$ cat config.mk
export PLATFORM = sky130hd
export DESIGN_NAME = key_debounce_longpress_event_queue_core
export DESIGN_NICKNAME = d
export VERILOG_FILES = /design/src/hw/rtl/kdbq_pkg.sv /design/src/hw/rtl/key_debounce_longpress_event_queue_core.sv
export SDC_FILE = /design/constraint.sdc
export NUM_CORES = 1
export LEC_CHECK = 0
export BUFFER_PORTS_ARGS = -buffer_cell sky130_fd_sc_hd__buf_2
export CAP_MARGIN = 20
export CORE_MARGIN = 4
export CORE_UTILIZATION = 60
export CTS_CLUSTER_SIZE = 40
export DETAILED_ROUTE_END_ITERATION = 12
export PLACE_DENSITY = 0.87
export SETUP_SLACK_MARGIN = 0.4
export SYNTH_ARGS = -nofsm -noshare
export SYNTH_HDL_FRONTEND = slang
export SYNTH_SLANG_ARGS = --single-unit
export TNS_END_PERCENT = 20
$ cat constraint.sdc
create_clock -name i_clk -period 9.6 [get_ports i_clk]
set_input_delay 1.44 -clock i_clk [delete_from_list [all_inputs] [get_ports i_clk]]
set_output_delay 1.44 -clock i_clk [all_outputs]
set_load 0.1 [all_outputs]
$ cat src/hw/rtl/kdbq_pkg.sv
// kdbq_pkg: shared types and constants for the key debounce / long press event queue
// no dependencies; imported by key_debounce_longpress_event_queue_core and tb_top
`default_nettype none

package kdbq_pkg;

    localparam int KEY_COUNT  = 4;
    localparam int KEY_AW     = 2;
    localparam int RING_SLOTS = 4;
    localparam int RING_AW    = 2;

    typedef logic [3:0] t_code;

    localparam t_code CODE_NONE  = 4'd0;
    localparam t_code SHORT_BASE = 4'd1;
    localparam t_code LONG_BASE  = 4'd5;
    localparam t_code CODE_MAX   = 4'd8;

    typedef logic [1:0] t_cfg_idx;
    localparam t_cfg_idx CFG_DEBOUNCE = 2'd0;
    localparam t_cfg_idx CFG_LONG     = 2'd1;
    localparam t_cfg_idx CFG_REPEAT   = 2'd2;

    localparam logic [7:0] DEBOUNCE_RST = 8'd1;
    localparam logic [9:0] LONG_RST     = 10'd30;
    localparam logic [7:0] REPEAT_RST   = 8'd10;

    localparam logic [3:0] DIV_LAST = 4'd15;

    typedef enum logic [2:0] {
        ST_IDLE,
        ST_KEY,
        ST_DIV,
        ST_TAKE,
        ST_DONE
    } t_state;

endpackage

`default_nettype wire

$ cat src/hw/rtl/key_debounce_longpress_event_queue_core.sv
// key_debounce_longpress_event_queue_core: four-key debounce, long press / auto repeat
// and a three-entry event queue; depends on kdbq_pkg
`default_nettype none

// Each input beat is either a scan tick (action 0) carrying the raw key levels or a take
// (action 1) that pops the next queued event; every beat yields exactly one result beat.
// A small sequencer visits the keys one per cycle, pausing at each held key in its
// auto-repeat phase while the shared restoring remainder unit checks the repeat interval
// one bit per cycle, and stops at the first published event. A take pops queued entries,
// skipping discarded ones, until it finds one to return or the ring is empty. Input ready
// is high only while the sequencer is idle; a finished result sits in the output register,
// so the next beat is taken while it waits.
// Configuration writes are always ready and must only be issued while the block is idle.
module key_debounce_longpress_event_queue_core (
    input  wire                    i_clk,
    input  wire                    i_rst_n,
    input  wire                    i_valid,
    output logic                   o_ready,
    input  wire                    i_action,
    input  wire  [3:0]             i_raw_keys,
    output logic                   o_valid,
    input  wire                    i_ready,
    output logic [3:0]             o_event_code,
    output logic [3:0]             o_last_published,
    output logic [1:0]             o_queued_count,
    input  wire                    i_cfg_valid,
    output logic                   o_cfg_ready,
    input  wire  kdbq_pkg::t_cfg_idx i_cfg_index,
    input  wire  [9:0]             i_cfg_data
);
    import kdbq_pkg::*;

    t_state r_state, n_state;

    logic [KEY_AW-1:0]  r_key, n_key;
    logic [3:0]         r_raw, n_raw;
    logic [KEY_COUNT-1:0] r_stable, n_stable;
    logic [KEY_COUNT-1:0] r_long, n_long;
    logic [KEY_COUNT-1:0] r_kq, n_kq;
    logic [KEY_COUNT-1:0] r_disc, n_disc;
    logic [7:0]         r_dcnt [KEY_COUNT];
    logic [7:0]         n_dcnt [KEY_COUNT];
    logic [15:0]        r_held [KEY_COUNT];
    logic [15:0]        n_held [KEY_COUNT];
    t_code              r_ring [RING_SLOTS];
    t_code              n_ring [RING_SLOTS];
    logic [RING_AW-1:0] r_head, n_head;
    logic [RING_AW-1:0] r_tail, n_tail;
    t_code              r_last, n_last;
    t_code              r_code, n_code;

    logic [7:0]         r_dcfg;
    logic [9:0]         r_lcfg;
    logic [7:0]         r_rcfg;

    // shared remainder unit
    logic [15:0]        r_num, n_num;
    logic [7:0]         r_rem, n_rem;
    logic [3:0]         r_dcyc, n_dcyc;

    logic               r_out_valid, n_out_valid;
    t_code              r_out_code, n_out_code;
    t_code              r_out_last, n_out_last;
    logic [1:0]         r_out_cnt, n_out_cnt;

    logic [RING_AW-1:0] w_tail_next;
    logic [RING_AW-1:0] w_head_next;
    logic               w_full;
    logic [RING_AW-1:0] w_occ;

    function automatic logic [RING_AW-1:0] ring_next(input logic [RING_AW-1:0] p);
        ring_next = (p == RING_AW'(RING_SLOTS - 1)) ? '0 : p + 1'b1;
    endfunction

    function automatic logic [KEY_AW-1:0] key_of(input t_code c);
        t_code d;
        d = (c >= LONG_BASE) ? (c - LONG_BASE) : (c - SHORT_BASE);
        key_of = d[KEY_AW-1:0];
    endfunction

    assign w_tail_next = ring_next(r_tail);
    assign w_head_next = ring_next(r_head);
    assign w_full      = (w_tail_next == r_head);
    assign w_occ       = (r_tail >= r_head) ? (r_tail - r_head)
                                            : RING_AW'(r_tail + RING_AW'(RING_SLOTS) - r_head);

    assign o_ready          = (r_state == ST_IDLE);
    assign o_cfg_ready      = 1'b1;
    assign o_valid          = r_out_valid;
    assign o_event_code     = r_out_code;
    assign o_last_published = r_out_last;
    assign o_queued_count   = r_out_cnt;

    // configuration registers
    always_ff @(posedge i_clk) begin
        if (!i_rst_n) begin
            r_dcfg <= DEBOUNCE_RST;
            r_lcfg <= LONG_RST;
            r_rcfg <= REPEAT_RST;
        end else if (i_cfg_valid && o_cfg_ready) begin
            unique case (i_cfg_index)
                CFG_DEBOUNCE: r_dcfg <= i_cfg_data[7:0];
                CFG_LONG:     r_lcfg <= i_cfg_data;
                CFG_REPEAT:   r_rcfg <= i_cfg_data[7:0];
                default: ;
            endcase
        end
    end

    always_ff @(posedge i_clk) begin
        if (!i_rst_n) begin
            r_state     <= ST_IDLE;
            r_key       <= '0;
            r_stable    <= '0;
            r_long      <= '0;
            r_kq        <= '0;
            r_disc      <= '0;
            r_head      <= '0;
            r_tail      <= '0;
            r_last      <= CODE_NONE;
            r_out_valid <= 1'b0;
            for (int i = 0; i < KEY_COUNT; i++) begin
                r_dcnt[i] <= '0;
                r_held[i] <= '0;
            end
        end else begin
            r_state     <= n_state;
            r_key       <= n_key;
            r_stable    <= n_stable;
            r_long      <= n_long;
            r_kq        <= n_kq;
            r_disc      <= n_disc;
            r_head      <= n_head;
            r_tail      <= n_tail;
            r_last      <= n_last;
            r_out_valid <= n_out_valid;
            r_dcnt      <= n_dcnt;
            r_held      <= n_held;
        end
    end

    // payload registers, no reset
    always_ff @(posedge i_clk) begin
        r_raw      <= n_raw;
        r_ring     <= n_ring;
        r_code     <= n_code;
        r_num      <= n_num;
        r_rem      <= n_rem;
        r_dcyc     <= n_dcyc;
        r_out_code <= n_out_code;
        r_out_last <= n_out_last;
        r_out_cnt  <= n_out_cnt;
    end

    always_comb begin
        logic        lvl;
        logic        stb;
        logic        lng;
        logic        pub;
        logic        go_div;
        logic [7:0]  dc;
        logic [15:0] hd;
        logic [15:0] h;
        logic [8:0]  rem9;
        t_code       scode;
        t_code       lcode;
        t_code       tcode;
        logic [KEY_AW-1:0] tkey;

        n_state     = r_state;
        n_key       = r_key;
        n_raw       = r_raw;
        n_stable    = r_stable;
        n_long      = r_long;
        n_kq        = r_kq;
        n_disc      = r_disc;
        n_dcnt      = r_dcnt;
        n_held      = r_held;
        n_ring      = r_ring;
        n_head      = r_head;
        n_tail      = r_tail;
        n_last      = r_last;
        n_code      = r_code;
        n_num       = r_num;
        n_rem       = r_rem;
        n_dcyc      = r_dcyc;
        n_out_valid = r_out_valid && !i_ready;
        n_out_code  = r_out_code;
        n_out_last  = r_out_last;
        n_out_cnt   = r_out_cnt;

        lvl    = r_raw[r_key];
        stb    = r_stable[r_key];
        lng    = r_long[r_key];
        pub    = 1'b0;
        go_div = 1'b0;
        dc     = r_dcnt[r_key];
        hd     = r_held[r_key];
        h      = '0;
        rem9   = {r_rem, r_num[15]};
        scode  = SHORT_BASE + t_code'(r_key);
        lcode  = LONG_BASE + t_code'(r_key);
        tcode  = r_ring[r_head];
        tkey   = key_of(tcode);

        unique case (r_state)
            ST_IDLE: begin
                if (i_valid) begin
                    n_raw   = i_raw_keys;
                    n_key   = '0;
                    n_state = i_action ? ST_TAKE : ST_KEY;
                end
            end

            ST_KEY: begin
                if (lvl != stb) begin
                    dc = dc + 8'd1;
                    if (dc >= r_dcfg) begin
                        dc = '0;
                        hd = '0;
                        if (lvl) begin
                            stb = 1'b1;
                            lng = 1'b0;
                            if (!r_kq[r_key] && !w_full) begin
                                pub                = 1'b1;
                                n_ring[r_tail]     = scode;
                                n_tail             = w_tail_next;
                                n_kq[r_key]        = 1'b1;
                                n_last             = scode;
                                n_code             = scode;
                            end
                        end else begin
                            stb = 1'b0;
                            if (lng) begin
                                n_disc[r_key] = 1'b1;
                            end
                            lng = 1'b0;
                        end
                    end
                end else begin
                    dc = '0;
                end

                if (!pub && stb) begin
                    h  = hd + 16'd1;
                    hd = h;
                    if (!lng) begin
                        // a refused short publish leaves the ring untouched, so this sees it as is
                        if (h >= 16'(r_lcfg) && !r_kq[r_key]) begin
                            n_disc[r_key] = 1'b0;
                            if (!w_full) begin
                                pub            = 1'b1;
                                lng            = 1'b1;
                                n_ring[r_tail] = lcode;
                                n_tail         = w_tail_next;
                                n_kq[r_key]    = 1'b1;
                                n_last         = lcode;
                                n_code         = lcode;
                            end
                        end
                    end else if (h > 16'(r_lcfg) && r_rcfg != 8'd0) begin
                        go_div = 1'b1;
                        n_num  = h - 16'(r_lcfg);
                        n_rem  = '0;
                        n_dcyc = '0;
                    end
                end

                n_dcnt[r_key]   = dc;
                n_held[r_key]   = hd;
                n_stable[r_key] = stb;
                n_long[r_key]   = lng;

                if (pub) begin
                    n_state = ST_DONE;
                end else if (go_div) begin
                    n_state = ST_DIV;
                end else if (r_key == KEY_AW'(KEY_COUNT - 1)) begin
                    n_code  = CODE_NONE;
                    n_state = ST_DONE;
                end else begin
                    n_key = r_key + 1'b1;
                end
            end

            ST_DIV: begin
                // restoring remainder, one dividend bit per cycle
                if (rem9 >= {1'b0, r_rcfg}) begin
                    rem9 = rem9 - {1'b0, r_rcfg};
                end
                n_rem  = rem9[7:0];
                n_num  = {r_num[14:0], 1'b0};
                n_dcyc = r_dcyc + 4'd1;
                if (r_dcyc == DIV_LAST) begin
                    if (rem9[7:0] == 8'd0 && !r_kq[r_key]) begin
                        n_disc[r_key] = 1'b0;
                        if (!w_full) begin
                            pub            = 1'b1;
                            n_ring[r_tail] = lcode;
                            n_tail         = w_tail_next;
                            n_kq[r_key]    = 1'b1;
                            n_last         = lcode;
                            n_code         = lcode;
                        end
                    end
                    if (pub) begin
                        n_state = ST_DONE;
                    end else if (r_key == KEY_AW'(KEY_COUNT - 1)) begin
                        n_code  = CODE_NONE;
                        n_state = ST_DONE;
                    end else begin
                        n_key   = r_key + 1'b1;
                        n_state = ST_KEY;
                    end
                end
            end

            ST_TAKE: begin
                if (r_head == r_tail) begin
                    n_code  = CODE_NONE;
                    n_state = ST_DONE;
                end else begin
                    n_head     = w_head_next;
                    n_kq[tkey] = 1'b0;
                    if (tcode >= LONG_BASE && r_disc[tkey]) begin
                        // discarded long event, drop and keep looking
                        n_disc[tkey] = 1'b0;
                    end else begin
                        n_code  = tcode;
                        n_state = ST_DONE;
                    end
                end
            end

            ST_DONE: begin
                if (!r_out_valid || i_ready) begin
                    n_out_valid = 1'b1;
                    n_out_code  = r_code;
                    n_out_last  = r_last;
                    n_out_cnt   = 2'(w_occ);
                    n_state     = ST_IDLE;
                end
            end

            default: n_state = ST_IDLE;
        endcase
    end

    // one queued entry per key, so the queued-key mask tracks ring occupancy
    a_kq_occ: assert property (@(posedge i_clk) disable iff (!i_rst_n)
        $countones(r_kq) == int'(w_occ))
        else $error("queued key mask disagrees with ring occupancy");

    a_long_held: assert property (@(posedge i_clk) disable iff (!i_rst_n)
        (r_long & ~r_stable) == '0)
        else $error("long press active on a released key");

    a_rem_range: assert property (@(posedge i_clk) disable iff (!i_rst_n)
        (r_state == ST_DIV) |-> (r_rem < r_rcfg))
        else $error("remainder unit out of range");

    a_code_range: assert property (@(posedge i_clk) disable iff (!i_rst_n)
        (r_state == ST_DONE) |-> (r_code <= CODE_MAX))
        else $error("bad result code");

    a_ring_not_full_wrap: assert property (@(posedge i_clk) disable iff (!i_rst_n)
        (r_state == ST_TAKE && r_head != r_tail) |=> (r_state == ST_TAKE || r_state == ST_DONE))
        else $error("take sequence left early");

endmodule

`default_nettype wire

==> results.sh, run 1 <==
export IMPL_status="complete, no violations"
export IMPL_endpoint_kind="flip-flop"
export IMPL_grt_overflow=0
export IMPL_antenna_left=0
export IMPL_worstPathMaxFanout=23
export IMPL_post_cts_buffers=0
export IMPL_netlist_instances=1333
export IMPL_timing_final_ws_setup_ns=2.23
export IMPL_hpwlAfterDp_mm=20.1
export IMPL_grt_pass1_wl_mm=47.7
export IMPL_gp_congestion=0.960
export IMPL_ys_seq_elements=214
export IMPL_critPathTopFamily="compound AO/OA/AOI/OAI gates"
export IMPL_cts_buffers=23
export IMPL_first_pass_iters=5
export IMPL_crit_type="reg -> reg"
export IMPL_insertion_delay_ns=0.52
export IMPL_synth_area_leaders="dfxtp_1, edfxtp_1, nand2_1"
export IMPL_rsz0062_at_grt="no"
export IMPL_path_clk_slew_ns=0.06
export IMPL_start_util_pct=61.5
export IMPL_syn_area_um2=12100
export IMPL_cp_slowest_stage_delay_ns=0.57
export IMPL_finalSetupViolations=0
export IMPL_yosys_warnings=0
export IMPL_tightest_slew_ns=1.06
export IMPL_postCtsHoldBufs=0
export IMPL_synth_edf_count=62
export IMPL_dieArea_um2=22400
export IMPL_yosysTopAreaCell="dfxtp_1"
export IMPL_wl_per_cell_um=18.3
export IMPL_p_per_area_nw_per_um2=200
export IMPL_dp_cells=1567
export IMPL_synth_common_cells="nand2_1, dfxtp_1, nor2_1"
export IMPL_clk_path_buf_depth=3
export IMPL_hp_start="r_last[1]$_SDFFE_PN0P_"
export IMPL_critPathArrivalTime_ns=7.63
export IMPL_grt_max_degree=104
export IMPL_grt_use_total_pct=26.1
export IMPL_synth_nets=1401
export IMPL_start_kind="flip-flop"
export IMPL_crit_start="r_key[1]$_SDFFE_PN0P_"
export IMPL_leakage_nw=5.04
export IMPL_required_ns=9.86
export IMPL_wirelength_mm=29.4
export IMPL_grt_pass1_vias=9609
export IMPL_io_buffers=33
export IMPL_antenna_found_initial=0
export IMPL_fin_util_pct=67.2
export IMPL_yosysMostFrequentCell="nand2_1"
export IMPL_finalCritPeriodShare_pct=76.8
export IMPL_drv_slew=0
export IMPL_max_slew_margin_pct=29.4
export IMPL_preCtsSetupSlack_ns=2.34
export IMPL_fin_cells=1609
export IMPL_async_reset_ff_share_pct=0
export IMPL_fp_dieW_um=150
export IMPL_synth_ff_type="dfxtp_1"
export IMPL_final_nets=1396
export IMPL_hold_path_class="reg -> reg"
export IMPL_drv_cap=0
export IMPL_htreeDepth=1
export IMPL_fp_coreArea_um2=19600
export IMPL_cts_repair_resized=0
export IMPL_total_power_w=0.00264
export IMPL_hold_viol=0
export IMPL_r2r_start="r_key[1]$_SDFFE_PN0P_"
export IMPL_finalCriticalPeriod_ns=7.37
export IMPL_drc=0
export IMPL_cp_slowest_cell="dfxtp_1"
export IMPL_synth_seq_area_share_pct=40.7
export IMPL_cts_tree="built"
export IMPL_syn2layout_area_growth_pct=9.22
export IMPL_fin_tns_setup_ns=0
export IMPL_die_y_um=150
export IMPL_std_cell_rows=51
export IMPL_avgSynthCellArea_um2=9.04
export IMPL_yosysUniqueCellTypes=89
export IMPL_vias_per_cell=6.21
export IMPL_drive_gt1_share_pct=10.6
export IMPL_antenna_cells=0
export IMPL_crit_buf_inv=3
export IMPL_cts_sinks=214
export IMPL_clock_root_buffer="clkbuf_16"
export IMPL_vias=9984
export IMPL_yosysTopAreaCellShare_pct=25.2
export IMPL_ir_worst_vdd_v=0.000115
export IMPL_ios=35
export IMPL_finClkSkew_ns=0.0162
export IMPL_initialDrtViolationCount=1078
export IMPL_max_freq_mhz=136
## kinds of logic (layout without fill, tap and decap cells)
family | Yosys count | in the layout | share of synthesized area, %
and+or+nand+nor | 528 | 528 | 20.7
AOI/OAI and AO/OA | 300 | 300 | 16.8
DFF | 214 | 214 | 40.7
buffers and inverters | 133 | 144 | 4.54
muxes | 62 | 62 | 8.69
xor gates and xnor gates | 49 | 49 | 3.69
adders and majority gates | 46 | 46 | 4.90
other | 1 | 1 | 0.0311
## worst register-to-register path: cells and delay by family (launching register included)
| kind | cells | cell delay, ns |
|---|---|---|
| AOI/OAI and AO/OA | 9 | 2.39 |
| xor gates and xnor gates | 2 | 0.34 |
| adders and majority gates | 3 | 0.97 |
| buffers and inverters | 3 | 0.67 |
| DFF | 1 | 0.57 |
| muxes | 2 | 0.70 |
| and+or+nand+nor | 9 | 1.47 |
## cell usage in the layout, fill, tap and decap left out, types with 8 or more instances in the layout
master and count:
nor3b_1 11, o211ai_1 8, and2_1 44, nand2b_1 9, a21boi_0 55, nor2b_1 27, nor2_1 92, ha_1 44
xnor2_1 28, inv_1 52, nand3_1 14, nor3_1 21, and3_1 9, mux2i_1 24, nand2_1 245, or3_1 9
clkbuf_16 24, nor4_1 12, edfxtp_1 62, a21oi_1 66, o21ai_0 78, o21a_1 9, buf_4 17, buf_2 32
dfxtp_1 151, xor2_1 19, mux4_2 31, o211a_1 16
## per-stage QoR
stage / cell area [µm²] / hold WS (ns)
after floorplan: 12100 / 0.408
after global placement: 12300 / 0.425
after detailed placement: 12300 / 0.424
after CTS: 13100 / 0.450
after global routing: 13200 / 0.458
final: 13200 / 0.449
## path summary, 6_finish.rpt
kind / slack (ns) / cells past startpoint / endpoint
setup / recovery: 2.23 / 28 / r_code[1]$_DFFE_PP_
hold / removal: 0.45 / 0 / o_last_published[1]$_DFFE_PP_
setup reg to reg: 2.23 / 28 / r_code[1]$_DFFE_PP_
hold reg to reg: 0.45 / 0 / o_last_published[1]$_DFFE_PP_
## power by group
group	switching, W	leakage [nW]	internal [W]
clock network	0.000360	0.401	0.000583
logic	0.000414	2.85	0.000217
registers	0.0000483	1.79	0.00102
total	0.000823	5.04	0.00182
## metal layers
metal  vias to the layer above  global-route usage [%]  routed length [µm]
met2                       491                    42.2               13600
li1                       4667                       -                   -
met1                      4731                    35.0               12300
met3                        95                    4.27                2440
met5                         -                       0                   0
met4                         0                    10.6                1110
## registers in the layout (all words and copies together) (netlist names), 4 cells and up
name	cells
r_ring	16
r_dcfg	8
r_lcfg	10
r_kq	4
r_held	64
r_code	4
r_rcfg	8
o_last_published	4
r_raw	4
r_dcyc	4
r_num	16
r_disc	4
o_event_code	4
r_dcnt	32
r_last	4
r_rem	8
r_long	4
r_stable	4
## area by class of cell
| class | count | area, µm² |
|---|---|---|
| inverter | 53 | 199 |
| clock inverter | 8 | 120 |
| multi-input combinational | 986 | 6610 |
| clock buffer | 33 | 694 |
| sequential | 214 | 4910 |
| fill | 1496 | 6430 |
| tap | 265 | 332 |
| timing repair buffer | 50 | 303 |
Note: power is estimated with default switching activity, not from simulation.
==> inputs of run 2 (changes only) <==
Settings changed: ABC_AREA set to 1, CORE_UTILIZATION 60 to 57.
Clock period 9.6 ns to 6.7 ns, I/O delays scaled along.
==> results.sh, run 2 <==
export IMPL_status="complete, no violations"
export IMPL_synth_common_cells="nand2_1, nor2_1, o21ai_0"
export IMPL_crit_type="reg -> reg"
export IMPL_grt_use_total_pct=27.3
export IMPL_gp_congestion=1.07
export IMPL_synth_seq_area_share_pct=39.6
export IMPL_die_y_um=155
export IMPL_vias_per_cell=5.82
export IMPL_r2r_end="r_ring[3]$_DFFE_PP_"
export IMPL_start_kind="flip-flop"
export IMPL_hold_path_class="reg -> reg"
export IMPL_cts_tree="built"
export IMPL_io_buffers=33
export IMPL_switching_share_pct=49.9
export IMPL_cts_buffers=23
export IMPL_drive_gt1_share_pct=8.73
export IMPL_synth_edf_count=62
export IMPL_ys_seq_elements=214
export IMPL_avgSynthCellArea_um2=7.19
export IMPL_grt_max_degree=78
export IMPL_p_int_w=0.00395
export IMPL_syn2layout_area_growth_pct=8.45
export IMPL_final_cell_mix="nand2_1, o21ai_0, nor2_1"
export IMPL_finalCritPeriodShare_pct=88.3
export IMPL_yosysUniqueCellTypes=54
export IMPL_async_reset_ff_share_pct=0
export IMPL_fp_coreArea_um2=21200
export IMPL_finalSetupViolations=0
export IMPL_max_slew_margin_pct=36.3
export IMPL_cp_slowest_stage_delay_ns=0.41
export IMPL_hold_viol=0
export IMPL_worstPathMaxFanout=12
export IMPL_fin_tns_setup_ns=0
export IMPL_leakage_nw=6.06
export IMPL_first_pass_iters=6
export IMPL_drv_slew=0
export IMPL_cp_common_cell="nand3_1"
export IMPL_dp_cells=1972
export IMPL_regMostFlops="r_held"
export IMPL_ff2ff_setup_slack_ns=0.78
export IMPL_fp_dieW_um=155
export IMPL_min_path_cells=0
export IMPL_r2r_start="r_key[0]$_SDFFE_PN0P_"
export IMPL_reg_largest_list="r_held: 64 flops, r_dcnt: 32 flops"
export IMPL_antenna_cells=0
export IMPL_initialDrtViolationCount=1496
export IMPL_dieArea_um2=24100
export IMPL_yosysTopAreaCellShare_pct=24.6
export IMPL_cts_sinks=214
export IMPL_clk_path_buf_depth=3
export IMPL_worst_hold_slack_ns=0.461
export IMPL_tightest_slew_ns=0.945
export IMPL_drc=0
export IMPL_grt_overflow=0
export IMPL_critPathTopFamily="simple AND/OR/NAND/NOR gates"
export IMPL_antenna_found_initial=0
export IMPL_endpoint_kind="flip-flop"
export IMPL_fin_cells=2017
export IMPL_antenna_left=0
export IMPL_yosys_warnings=0
export IMPL_netlist_instances=1723
export IMPL_ios=35
export IMPL_p_comb_share_pct=58.4
export IMPL_synth_ff_type="dfxtp_1"
export IMPL_max_freq_mhz=169
export IMPL_finalCriticalPeriod_ns=5.92
export IMPL_synth_nets=1791
export IMPL_wirelength_mm=33.5
export IMPL_insertion_delay_ns=0.51
export IMPL_hp_start="r_last[3]$_SDFFE_PN0P_"
export IMPL_cp_slowest_cell="ha_1"
export IMPL_grt_pass1_wl_mm=54.7
export IMPL_p_per_area_nw_per_um2=587
export IMPL_yosysMostFrequentCell="nand2_1"
export IMPL_r2r_cells=34
export IMPL_finClkSkew_ns=0.0165
export IMPL_rsz0062_at_grt="yes"
export IMPL_std_cell_rows=53
export IMPL_hold_end="o_last_published[3]$_DFFE_PP_"
export IMPL_wl_per_cell_um=16.6
export IMPL_path_clk_slew_ns=0.06
export IMPL_required_ns=6.97
export IMPL_hpwlAfterDp_mm=23.2
export IMPL_final_common_cell="nand2_1"
export IMPL_p_sw_w=0.00393
export IMPL_ir_worst_vdd_v=0.000253
export IMPL_yosysTopAreaCell="dfxtp_1"
export IMPL_pwr_share_clk_pct=15.4
export IMPL_drv_cap=0
export IMPL_htreeDepth=1
export IMPL_grt_pass1_vias=10900
export IMPL_vias=11700
export IMPL_p_seq_share_pct=26.2
export IMPL_synth_area_leaders="dfxtp_1, edfxtp_1, o21ai_0"
export IMPL_clock_root_buffer="clkbuf_16"
export IMPL_largest_reg_flops=64
export IMPL_crit_buf_inv=6
export IMPL_critPathArrivalTime_ns=6.18
export IMPL_syn_area_um2=12400
export IMPL_start_util_pct=58.4
export IMPL_postCtsHoldBufs=0
export IMPL_final_nets=1794
-- run 2: cell types whose count changed after synthesis, sizes merged, moves of 27 or more --
cell / change
o21ai: +174
inv: +172
nor2: +158
a21oi: +70
nand2: +59
nand3: +58
a21boi: -55
and2: -45
mux4: -33
nor2b: -27
-- run 2: power by group through the flow --
stage          Combinational, W  Clock [W]  Sequential [W]
6_report                0.00460    0.00121         0.00207
5_1_grt                 0.00511    0.00128         0.00210
4_1_cts                 0.00447    0.00123         0.00206
3_5_place_dp            0.00440          0         0.00208
3_3_place_gp            0.00429          0         0.00207
2_1_floorplan           0.00336          0         0.00211
-- run 2: worst max-delay path by stage --
stage,endpoint,from,cells after the start
floorplan,r_dcyc[0]$_SDFFCE_PN0P_,r_key[0]$_SDFFE_PN0P_,34
global placement,r_dcyc[3]$_SDFFCE_PN0P_,r_key[1]$_SDFFE_PN0P_,29
detailed placement,r_dcyc[2]$_SDFFCE_PN0P_,r_key[1]$_SDFFE_PN0P_,29
CTS,r_code[2]$_DFFE_PP_,r_key[1]$_SDFFE_PN0P_,31
global route,r_ring[7]$_DFFE_PP_,r_key[0]$_SDFFE_PN0P_,37
finish,r_ring[3]$_DFFE_PP_,r_key[0]$_SDFFE_PN0P_,34
-- run 2: per-layer routing --
metal	global-route usage, %	routed length, µm	up-vias
met3	4.70	2980	76
met5	0	0	-
met4	7.54	901	0
li1	-	-	5696
met2	43.9	15100	570
met1	38.1	14500	5402
-- run 2: timing repair --
item,in CTS,in global routing
pin swaps,1,0
resized for setup,1,10
endpoints found under the setup margin,39,75
buffers inserted,1,0
cloned,1,0
-- run 2: cell families after synthesis --
| family | Yosys count | share of synthesized area [%] |
|---|---|---|
| simple gates | 667 | 23.0 |
| compound gates | 456 | 19.9 |
| buf+inv | 303 | 10.1 |
| flops | 214 | 39.6 |
| fa+ha+maj | 46 | 4.77 |
| xor+xnor | 35 | 2.48 |
| other cells | 1 | 0.0303 |
| mux | 1 | 0.0909 |
-- run 2: metrics by stage --
stage | util [%] | setup WS (ns) | cell area [µm²] | power [W]
4_1_cts | 63.1 | 0.497 | 13400 | 0.00776
5_1_grt | 63.3 | 0.313 | 13400 | 0.00849
3_5_place_dp | 59.6 | 0.245 | 12600 | 0.00648
6_report | 63.3 | 0.785 | 13400 | 0.00788
2_1_floorplan | - | 0.517 | 12400 | 0.00547
3_3_place_gp | 59.6 | 0.568 | 12600 | 0.00636
-- run 2: area by class of cell --
cell class / instances / area, µm²
Clock buffer: 33 / 653
Clock inverter: 8 / 63.8
Fill cell: 1845 / 7790
Inverter: 228 / 856
Multi-Input combinational cell: 1207 / 6290
Sequential cell: 214 / 4910
Tap cell: 275 / 344
Timing Repair Buffer: 52 / 312
-- run 2: worst reg2reg max path: cells and delay by family, from the launching register on --
family	cells	cell delay (ns)
simple gates	21	2.77
buf+inv	6	0.96
fa+ha+maj	2	0.70
compound gates	3	0.46
flops	1	0.40
xor+xnor	2	0.40
==> inputs of run 3 (changes only) <==
Settings changed: CORE_UTILIZATION 57 to 59, CTS_BUF_LIST set to sky130_fd_sc_hd__clkbuf_8, PLACE_DENSITY 0.87 to 0.89.
==> results.sh, run 3 (same netlist as run 2, synthesis figures left out) <==
export IMPL_r2r_end="r_ring[3]$_DFFE_PP_"
export IMPL_cts_sinks=214
export IMPL_cts_tree="built"
export IMPL_fp_coreArea_um2=20400
export IMPL_grt_max_degree=78
export IMPL_total_power_w=0.00798
export IMPL_pwr_share_clk_pct=14.2
export IMPL_switching_share_pct=50.8
export IMPL_die_y_um=153
export IMPL_drv_slew=0
export IMPL_drc=0
export IMPL_finalCriticalPeriod_ns=5.94
export IMPL_largest_reg_flops=64
export IMPL_endpoint_kind="flip-flop"
export IMPL_cts_buffers=38
export IMPL_worstPathMaxFanout=16
export IMPL_clk_path_buf_depth=3
export IMPL_fp_dieW_um=153
export IMPL_fin_cells=2038
export IMPL_regMostFlops="r_held"
export IMPL_first_pass_iters=8
export IMPL_final_nets=1815
export IMPL_gp_congestion=0.959
export IMPL_clock_root_buffer="clkbuf_8"
export IMPL_reg_largest_list="r_held: 64 flops, r_dcnt: 32 flops"
export IMPL_grt_pass1_vias=11200
export IMPL_antenna_left=0
export IMPL_wirelength_mm=34.3
export IMPL_initialDrtViolationCount=1402
export IMPL_syn2layout_area_growth_pct=9.02
export IMPL_drv_cap=0
export IMPL_fin_tns_setup_ns=0
export IMPL_hold_path_class="reg -> reg"
export IMPL_max_freq_mhz=168
export IMPL_p_per_area_nw_per_um2=591
export IMPL_dp_cells=1965
export IMPL_antenna_found_initial=0
export IMPL_status="complete, no violations"
export IMPL_cp_common_cell="nand2_1"
export IMPL_grt_pass1_wl_mm=55.4
export IMPL_dieArea_um2=23400
export IMPL_required_ns=6.99
export IMPL_grt_overflow=0
export IMPL_r2r_start="r_key[0]$_SDFFE_PN0P_"
export IMPL_insertion_delay_ns=0.54
export IMPL_ff2ff_setup_slack_ns=0.76
export IMPL_finClkSkew_ns=0.0398
export IMPL_wl_per_cell_um=16.8
export IMPL_critPathArrivalTime_ns=6.23
export IMPL_leakage_nw=6.15
export IMPL_r2r_cells=36
export IMPL_p_sw_w=0.00406
export IMPL_start_kind="flip-flop"
export IMPL_max_slew_margin_pct=30.7
export IMPL_final_cell_mix="nand2_1, o21ai_0, nor2_1"
export IMPL_cp_slowest_cell="dfxtp_2"
export IMPL_drive_gt1_share_pct=9.95
export IMPL_antenna_cells=0
export IMPL_ios=35
export IMPL_start_util_pct=60.6
export IMPL_hold_viol=0
export IMPL_io_buffers=33
export IMPL_std_cell_rows=52
export IMPL_min_path_cells=0
export IMPL_vias=12000
export IMPL_finalSetupViolations=0
export IMPL_finalCritPeriodShare_pct=88.6
export IMPL_ir_worst_vdd_v=0.000332
export IMPL_p_seq_share_pct=25.8
export IMPL_hold_end="o_event_code[0]$_DFFE_PP_"
export IMPL_tightest_slew_ns=1.03
export IMPL_vias_per_cell=5.89
export IMPL_postCtsHoldBufs=0
export IMPL_rsz0062_at_grt="no"
export IMPL_final_common_cell="nand2_1"
export IMPL_p_int_w=0.00392
export IMPL_htreeDepth=2
export IMPL_p_comb_share_pct=59.9
export IMPL_hpwlAfterDp_mm=23.0
export IMPL_cp_slowest_stage_delay_ns=0.40
export IMPL_path_clk_slew_ns=0.06
export IMPL_grt_use_total_pct=28.3
export IMPL_crit_type="reg -> reg"
export IMPL_hp_start="r_code[0]$_DFFE_PP_"
run 3: cell types whose count changed in the layout (fill, tap and decap cells not counted), sizes merged:
cell | before | now
buf | 51 | 57
clkinv | 10 | 9
clkbuf | 34 | 42
a21oi | 137 | 138
inv | 224 | 237
clkinvlp | 1 | 0
run 3: power by group through the flow:
stage | registers (W) | logic, W | clock network, W
finish | 0.00206 | 0.00478 | 0.00114
global route | 0.00209 | 0.00525 | 0.00120
CTS | 0.00205 | 0.00452 | 0.00114
detailed placement | 0.00208 | 0.00442 | 0
global placement | 0.00206 | 0.00427 | 0
floorplan | 0.00211 | 0.00336 | 0
run 3: worst max-delay path by stage:
| stage | from | endpoint | slack (ns) | cells after the start |
|---|---|---|---|---|
| 2_1_floorplan | r_key[0]$_SDFFE_PN0P_ | r_dcyc[0]$_SDFFCE_PN0P_ | 0.52 | 34 |
| 3_3_place_gp | r_key[0]$_SDFFE_PN0P_ | r_dcyc[0]$_SDFFCE_PN0P_ | 0.41 | 30 |
| 3_5_place_dp | r_key[0]$_SDFFE_PN0P_ | r_rem[6]$_SDFFCE_PN0P_ | 0.1 | 30 |
| 4_1_cts | r_key[0]$_SDFFE_PN0P_ | r_key[0]$_SDFFE_PN0P_ | 0.46 | 35 |
| 5_1_grt | r_key[0]$_SDFFE_PN0P_ | r_ring[3]$_DFFE_PP_ | 0.38 | 36 |
| 6_report | r_key[0]$_SDFFE_PN0P_ | r_ring[3]$_DFFE_PP_ | 0.76 | 36 |
run 3: layout make-up:
cell class | count | area [µm²]
Timing Repair Buffer | 57 | 374
Clock buffer | 42 | 578
Sequential cell | 214 | 4910
Clock inverter | 19 | 105
Tap cell | 270 | 338
Fill cell | 1674 | 6930
Multi-Input combinational cell | 1208 | 6340
Inverter | 228 | 863
run 3: metal layers:
| layer | track usage (%) | part of all wire, % | vias up |
|---|---|---|---|
| met5 | 0 | 0 | - |
| met2 | 46.3 | 46 | 674 |
| met4 | 11.9 | 3.7 | 0 |
| met1 | 37.4 | 41 | 5507 |
| li1 | - | - | 5721 |
| met3 | 4.75 | 9.5 | 107 |
run 3: critical path, delay by kind of cell (launching register included):
kind | cells | cell delay, ns
xor gates and xnor gates | 2 | 0.34
DFF | 1 | 0.40
buffers and inverters | 5 | 0.57
AOI/OAI and AO/OA | 4 | 0.71
and+or+nand+nor | 22 | 2.82
adders and majority gates | 3 | 0.86
run 3: timing repair:
| action | in CTS | in global routing |
|---|---|---|
| pin swaps | 1 | 2 |
| setup buffers | 3 | 6 |
| endpoints found under the setup margin | 47 | 75 |
| cloned | 2 | 0 |
| gates resized for setup | 3 | 17 |
run 3: stage by stage:
step	hold slack [ns]	setup slack (ns)	utilization (%)	area, µm²
after global routing	0.436	0.381	66.1	13500
after CTS	0.419	0.465	65.5	13400
after floorplan	0.409	0.517	-	12400
after detailed placement	0.430	0.0985	61.8	12600
after global placement	0.432	0.415	61.8	12600
final	0.429	0.762	66.1	13500
